--- src/hdl/mpc_pkg.sv ---
// shared widths, constants and types for the mandelbrot pixel colouriser
package mpc_pkg;

    localparam int COORD_BITS = 11;
    localparam int FRAC_BITS  = 28;
    localparam int ITER_BITS  = 16;

    localparam int REG_W     = 32;
    localparam int MUL_W     = REG_W + 1;
    localparam int PROD_W    = 2 * MUL_W;
    localparam int Z_W       = REG_W + 2;
    localparam int SQ_W      = PROD_W - FRAC_BITS;
    localparam int ESC_W     = SQ_W + 1;
    localparam int RI_W      = SQ_W + 1;
    localparam int CRD_W     = REG_W + COORD_BITS + 2;
    localparam int SQ2_W     = 2 * ITER_BITS;
    localparam int D_W       = 4 * ITER_BITS;
    localparam int KW        = 13;
    localparam int KL_W      = KW + SQ2_W;
    localparam int NUM_W     = D_W + KW;
    localparam int DEN_W     = D_W + 1;
    localparam int COL_W     = 8;
    localparam int STEP_W    = $clog2(COL_W);
    localparam int DSH_W     = DEN_W + COL_W - 1;
    localparam int CFG_IDX_W = 3;

    localparam logic signed [ESC_W-1:0] ESC_BOUND = ESC_W'(4) << FRAC_BITS;

    localparam logic [KW-1:0] K_RED   = KW'(9 * 255);
    localparam logic [KW-1:0] K_GREEN = KW'(15 * 255);
    localparam logic [KW-1:0] K_BLUE  = KW'(17 * 255);

    localparam logic signed [REG_W-1:0] RST_ORIGIN_REAL = 32'shE000_0000;
    localparam logic signed [REG_W-1:0] RST_ORIGIN_IMAG = 32'shE800_0000;
    localparam logic signed [REG_W-1:0] RST_STEP_REAL   = 32'sd1342177;
    localparam logic signed [REG_W-1:0] RST_STEP_IMAG   = 32'sd1342177;
    localparam logic [ITER_BITS-1:0]    RST_ITER_LIMIT  = ITER_BITS'(100);

    typedef enum logic [CFG_IDX_W-1:0] {
        CFG_ORIGIN_REAL,
        CFG_ORIGIN_IMAG,
        CFG_STEP_REAL,
        CFG_STEP_IMAG,
        CFG_ITER_LIMIT
    } t_cfg_idx;

    typedef struct packed {
        logic             done;
        logic [COL_W-1:0] quot;
    } t_div_stat;

endpackage

--- src/hdl/mpc_div.sv ---
// restoring divider giving an eight bit colour quotient, one bit per cycle
module mpc_div import mpc_pkg::*; (
    input  logic             i_clk,
    input  logic             i_rst_n,
    input  logic             i_start,
    input  logic [NUM_W-1:0] i_num,
    input  logic [DEN_W-1:0] i_den,
    output t_div_stat        o_stat
);

    logic              r_busy;
    logic [STEP_W-1:0] r_step;
    logic [NUM_W-1:0]  r_rem;
    logic [DSH_W-1:0]  r_dsh;
    logic [COL_W-1:0]  r_q;
    logic [NUM_W-1:0]  dsh_ext;
    logic              ge;

    always_comb begin
        dsh_ext     = {{(NUM_W-DSH_W){1'b0}}, r_dsh};
        ge          = (r_rem >= dsh_ext);
        o_stat.done = r_busy && (r_step == '0);
        o_stat.quot = {r_q[COL_W-2:0], ge};
    end

    always_ff @(posedge i_clk) begin
        if (!i_rst_n) begin
            r_busy <= 1'b0;
        end else if (i_start) begin
            r_busy <= 1'b1;
            r_rem  <= i_num;
            r_dsh  <= {i_den, {(COL_W-1){1'b0}}};
            r_step <= STEP_W'(COL_W - 1);
        end else if (r_busy) begin
            if (ge) begin
                r_rem <= r_rem - dsh_ext;
            end
            r_q   <= {r_q[COL_W-2:0], ge};
            r_dsh <= r_dsh >> 1;
            if (r_step == '0) begin
                r_busy <= 1'b0;
            end else begin
                r_step <= r_step - STEP_W'(1);
            end
        end
    end

endmodule

--- config.mk ---
export PLATFORM = sky130hd
export DESIGN_NAME = mpc_div
export DESIGN_NICKNAME = d
export VERILOG_FILES = /design/src/hdl/mpc_pkg.sv /design/src/hdl/mpc_div.sv
export SDC_FILE = /design/constraint.sdc
export NUM_CORES = 1
export LEC_CHECK = 0
export CORE_ASPECT_RATIO = 0.7
export CORE_MARGIN = 3
export CORE_UTILIZATION = 52
export DETAILED_ROUTE_END_ITERATION = 8
export DONT_BUFFER_PORTS = 1
export PLACE_DENSITY = 0.67
export SYNTH_ARGS = -nofsm -noshare
export SYNTH_HDL_FRONTEND = slang
export SYNTH_SLANG_ARGS = --single-unit
--- constraint.sdc ---
create_clock -name i_clk -period 8.9 [get_ports i_clk]
set_input_delay 1.335 -clock i_clk [delete_from_list [all_inputs] [get_ports i_clk]]
set_output_delay 1.335 -clock i_clk [all_outputs]
set_load 0.01 [all_outputs]
# After elaboration in Yosys (flattened, before gate mapping)
# Cells that the tools add are included.
word_totals:
  memories: 0
  reg_bits: 160
  romBits: 0
  mem_bits_rw: 0
  latchBits: 0
  in_bits: 145
classes:
  n_bitwise: 1
  shifts: 0
  mux: 10
  n_div: 0
  n_addsub: 2
  n_eq_ne: 1
  reduce_logical: 8
  multipliers: 0
  order_cmp: 1
ops:
  columns: ["op", "n"]
  rows:
  - ["77-bit 2-to-1 mux", 3]
  - ["72-bit 2-to-1 mux", 2]
  - ["77-bit by 72-bit greater-or-equal comparator with 1-bit output", 1]
  - ["77-bit by 72-bit subtractor with 77-bit output", 1]
  - ["3-bit AND reduction", 3]
  - ["3-bit 2-to-1 mux", 2]
  - ["2-bit nonzero test", 2]
  - ["3-bit logical NOT", 1]
  - ["1-bit 2-to-1 mux", 3]
  - ["3-bit by 1-bit subtractor with 3-bit output, second input constant", 1]
  - ["2-bit inequality test, second input constant", 1]
  - ["2-bit AND reduction", 1]
  - ["1-bit logical AND", 1]
  - ["1-bit inverter", 1]

# Logic depth before layout (Yosys ltp)
depth:
  depth_word: 4
  mapped_depth: 13
  mapped_depth_nobuf: 13

# Worst setup path after synthesis
# No wires, ideal clock.
synth_path:
  path_type: "input-to-reg"
  startpoint: "input i_start"
  endpoint: "register r_rem[0], enable pin"
  t_arrival_ns: 5.578
  n_path_buf: 2
  path_stages: 4
  path_slack_ns: 2.881
  cell_sequence: "clkbuf_1 -> clkbuf_1 -> o21a_1 -> o21a_1"
synth_between:
  elab_chain_len: 2
  elab_cells_between_ends: 3
synth_rtl:
  columns: ["item", "line", "rtl"]
  rows:
  - ["start, declared", "mpc_div.sv:5", "input logic i_start,"]
  - ["2-bit nonzero test (no source line)", null, null]
  - ["3-bit AND reduction (no source line) *", null, null]
  - ["end signal, assigned", "mpc_div.sv:31", "r_rem <= i_num;"]
  - ["end signal, assigned", "mpc_div.sv:36", "r_rem <= r_rem - dsh_ext;"]
  - ["end, declared", "mpc_div.sv:13", "logic [NUM_W-1:0] r_rem;"]
# Every way passes the cells marked *; elsewhere a longest branch is shown, timed or not.
# A chain may end at the register's enable or synchronous reset.

==> out/metrics.csv <==
metric;value;unit
outcome;finished clean;
per_cell_routed_wire_length;19.0;µm
fmaxAchievable;216;MHz
timing.critical_path.required;7.57;ns
critPathCapture;o_stat[0];
cp-startpoint;r_rem[18]$_DFFE_PP_;
post-cts-setup-buffers;0;
post_cts_resized;0;
detailroute.via_count;9302;
globalplace.congestion;0.900;
clock_sinks;160;
multi_input_comb_area;5930;µm²
p_int;0.00162;W
post-layout-total-power;0.00242;W
grt_pass1_vias;8437;
slew_headroom;0.438;
powerDensity;200;nW/µm²
hold_depth;0;
synth_area_leaders;sky130_fd_sc_hd__edfxtp_1 42%, sky130_fd_sc_hd__o21ai_0 8.3%, sky130_fd_sc_hd__ha_1 8.1%;
setup_repair_after_global_routing_missed_its_margin;no;
grt-ovfl-total;0;
register_area;4790;µm²
final_core_utilization;0.573;
r2r-end;r_rem[27]$_DFFE_PP_;
cts-buffers-inserted;17;
maximum_number_of_pins_on_one_net_before_global_route_repair;289;
synth_sequential_area_ratio;0.421;
tns;0;ns
placement.io_buffers;0;
antenna_violating_nets_post_route;0;
post-dp-hpwl;21900;µm
power.share.clock;0.319;
num_antenna_cells;0;
worst_r2r_startpoint;r_rem[22]$_DFFE_PP_;
r2r_slack;4.53;ns
drive_above_1_share;0.0448;
most_used_flip_flop_cell_after_synthesis;sky130_fd_sc_hd__edfxtp_1;
maxCapViolCount;0;
fill_cells;2011;
die_width;183;µm
rr_worst_depth;11;
drt_pre_antenna_iters;5;
postSynthNetCount;1525;
fraction_of_power_spent_switching_nets;0.329;
power.net_switching;0.000796;W
timing.hold.ws;0.525;ns
clk_latency;0.44;ns
floorplan.initialDensity;0.539;
postSynth.asyncResetShare;0;
syn-cell-area;11400;µm²
count_of_pins_over_their_slew_limit;0;
remaining_drc_errors;0;
fin_skew;0.0132;ns
clk_transition_reported_paths;0.07;ns
grt_pass1_wl;45700;µm
number_of_antenna_violations_at_the_first_check_in_global_routing;1;
synthesis.yosys.warnings;0;
syn-mean-instance-area;8.73;µm²
drt_wl_total;29500;µm
die-height;130;µm
synth.top_cell.area_share;0.419;
worst_setup_path_category;flip-flop to output port;
post-place-ws;4.62;ns
finalCritPeriodShare;0.519;
clk_root_buffer_cell;sky130_fd_sc_hd__clkbuf_16;
core_area;21100;µm²
synthDominantAreaCellType;sky130_fd_sc_hd__edfxtp_1;
worstHoldPathType;flip-flop to flip-flop;
tritoncts;done;
worstPathMaxFanout;9;
worst_setup_path_end_kind;output port;
sequentialPowerShare;0.388;
io_pins;154;
synth_cells;1305;
maximum_buffer_depth_of_the_clock_tree;2;
fin_crit;4.62;ns
power.leakage;4.79;nW
worst_pin_slew;0.843;ns
drc_violation_total_after_the_first_tritonroute_iteration;985;
htree_levels;4;
hold_viol_final;0;
area_added_between_synthesis_and_finish;6.27;%
overall_track_demand_over_capacity_in_global_routing;0.245;
placement_rows;44;
power.combinational.fraction;0.293;
synth_edf_count;159;
report.final.setup_viol;0;
die_area;23700;µm²
synth.ff_latch_count;160;
viasPerCell;6.01;
cp-start-kind;flip-flop;
finalWorstSetupSlack;4.28;ns
post_cts_hold_buffer_count;0;
ys_types;68;
worstPathArrival;3.28;ns
worst_ir_drop_vdd;128;µV
design.final.nets;1480;
==> cell families after synthesis <==
logic type / after synthesis / synth area share
AO/OA/AOI/OAI: 425 / 0.222
buffers and inverters: 175 / 0.0594
AND/OR/NAND/NOR: 394 / 0.155
multiplexers: 6 / 0.00604
XOR/XNOR: 70 / 0.0538
flip-flops: 160 / 0.421
adder cells (fa/ha/maj): 75 / 0.0830
==> worst min path at each step <==
| stage | to | start | slack (ns) |
|---|---|---|---|
| 2_1_floorplan | r_q[1]$_DFFE_PP_ | r_q[0]$_DFFE_PP_ | 0.50 |
| 3_3_place_gp | r_q[6]$_DFFE_PP_ | r_q[5]$_DFFE_PP_ | 0.51 |
| 3_5_place_dp | r_q[1]$_DFFE_PP_ | r_q[0]$_DFFE_PP_ | 0.51 |
| 4_1_cts | r_q[6]$_DFFE_PP_ | r_q[5]$_DFFE_PP_ | 0.53 |
| 5_1_grt | r_q[6]$_DFFE_PP_ | r_q[5]$_DFFE_PP_ | 0.54 |
| 6_report | r_q[6]$_DFFE_PP_ | r_q[5]$_DFFE_PP_ | 0.52 |
==> cells in the mapped netlist (2+ instances only) <==
| library cell | instances |
|---|---|
| sky130_fd_sc_hd__a22oi_1 | 2 |
| sky130_fd_sc_hd__xnor2_1 | 43 |
| sky130_fd_sc_hd__o21a_1 | 8 |
| sky130_fd_sc_hd__nand3_1 | 11 |
| sky130_fd_sc_hd__o31a_1 | 2 |
| sky130_fd_sc_hd__o21ai_0 | 190 |
| sky130_fd_sc_hd__a31oi_1 | 15 |
| sky130_fd_sc_hd__a21oi_1 | 98 |
| sky130_fd_sc_hd__and3_1 | 8 |
| sky130_fd_sc_hd__o211ai_1 | 5 |
| sky130_fd_sc_hd__and4_1 | 2 |
| sky130_fd_sc_hd__mux2i_1 | 2 |
| sky130_fd_sc_hd__edfxtp_1 | 159 |
| sky130_fd_sc_hd__inv_1 | 108 |
| sky130_fd_sc_hd__a211o_1 | 4 |
| sky130_fd_sc_hd__buf_2 | 13 |
| sky130_fd_sc_hd__mux2_2 | 3 |
| sky130_fd_sc_hd__a21oi_2 | 3 |
| sky130_fd_sc_hd__and2_1 | 4 |
| sky130_fd_sc_hd__o21bai_1 | 17 |
| sky130_fd_sc_hd__a21boi_0 | 2 |
| sky130_fd_sc_hd__a211oi_2 | 2 |
| sky130_fd_sc_hd__nand2_1 | 212 |
| sky130_fd_sc_hd__nor3b_1 | 4 |
| sky130_fd_sc_hd__o31ai_1 | 4 |
| sky130_fd_sc_hd__o221ai_1 | 2 |
| sky130_fd_sc_hd__nand2b_1 | 8 |
| sky130_fd_sc_hd__o21ai_1 | 10 |
| sky130_fd_sc_hd__or2_2 | 3 |
| sky130_fd_sc_hd__nor2_1 | 62 |
| sky130_fd_sc_hd__or3_1 | 5 |
| sky130_fd_sc_hd__o22ai_1 | 3 |
| sky130_fd_sc_hd__nand4_1 | 32 |
| sky130_fd_sc_hd__a21o_1 | 32 |
| sky130_fd_sc_hd__nor4_1 | 10 |
| sky130_fd_sc_hd__nor2b_1 | 5 |
| sky130_fd_sc_hd__a221oi_1 | 3 |
| sky130_fd_sc_hd__or4_1 | 2 |
| sky130_fd_sc_hd__nor3_1 | 22 |
| sky130_fd_sc_hd__xor2_1 | 27 |
| sky130_fd_sc_hd__clkbuf_1 | 52 |
| sky130_fd_sc_hd__a211oi_1 | 7 |
| sky130_fd_sc_hd__ha_1 | 74 |
==> critical path: stages, from the launching register on <==
cell and delay (ns):
sky130_fd_sc_hd__edfxtp_1 0.37, sky130_fd_sc_hd__ha_1 0.41, sky130_fd_sc_hd__a21oi_1 0.20, sky130_fd_sc_hd__nand2b_1 0.16
sky130_fd_sc_hd__a21oi_1 0.08, sky130_fd_sc_hd__o21ai_0 0.27, sky130_fd_sc_hd__nand3_1 0.30, sky130_fd_sc_hd__a211oi_2 0.47
sky130_fd_sc_hd__a22oi_2 0.23, sky130_fd_sc_hd__nand2_1 0.10, sky130_fd_sc_hd__nand3_1 0.25
==> power groups by stage <==
stage,Sequential (W),Clock [W],Combinational [W]
detailed placement,0.000954,0,0.000688
global placement,0.000952,0,0.000681
global route,0.000944,0.000818,0.000786
CTS,0.000938,0.000784,0.000695
finish,0.000938,0.000773,0.000709
floorplan,0.000950,0,0.000545
==> cells in the final DEF (no fill, tap or decap), types with 22 or more instances in the layout <==
master,Yosys,layout
sky130_fd_sc_hd__a21oi_1,98,98
sky130_fd_sc_hd__ha_1,74,74
sky130_fd_sc_hd__edfxtp_1,159,159
sky130_fd_sc_hd__nand2_1,212,212
sky130_fd_sc_hd__a21o_1,32,32
sky130_fd_sc_hd__xnor2_1,43,43
sky130_fd_sc_hd__nand4_1,32,32
sky130_fd_sc_hd__o21ai_0,190,190
sky130_fd_sc_hd__xor2_1,27,27
sky130_fd_sc_hd__inv_1,108,108
sky130_fd_sc_hd__nor2_1,62,62
sky130_fd_sc_hd__nor3_1,22,22
==> state kept, by name, indices dropped and copies added, names as in the netlist <==
signal / flops
r_busy: 1
r_dsh: 72
r_q: 7
r_rem: 77
r_step: 3
==> routing by layer <==
layer,wire [µm],GRT usage,vias up
met5,13,0,-
met2,11600,0.328,369
met3,2500,0.0674,12
met4,136,0.0322,2
li1,-,-,4588
met1,15200,0.400,4331
==> per-stage QoR <==
step	cell area, µm²	cells
CTS	12100	1549
global route	12100	1549
floorplan	11400	1305
finish	12100	1549
detailed placement	11500	1517
global placement	11500	1517
==> final cells by class <==
| cell class | count | share of cell area |
|---|---|---|
| Clock buffer | 17 | 0.0351 |
| Clock inverter | 15 | 0.0150 |
| Inverter | 109 | 0.0338 |
| Multi-Input combinational cell | 970 | 0.490 |
| Sequential cell | 160 | 0.396 |
| Tap cell | 276 | 0.0285 |
| Timing Repair Buffer | 2 | 0.00124 |
No activity file was read; power rests on OpenSTA's default activity.
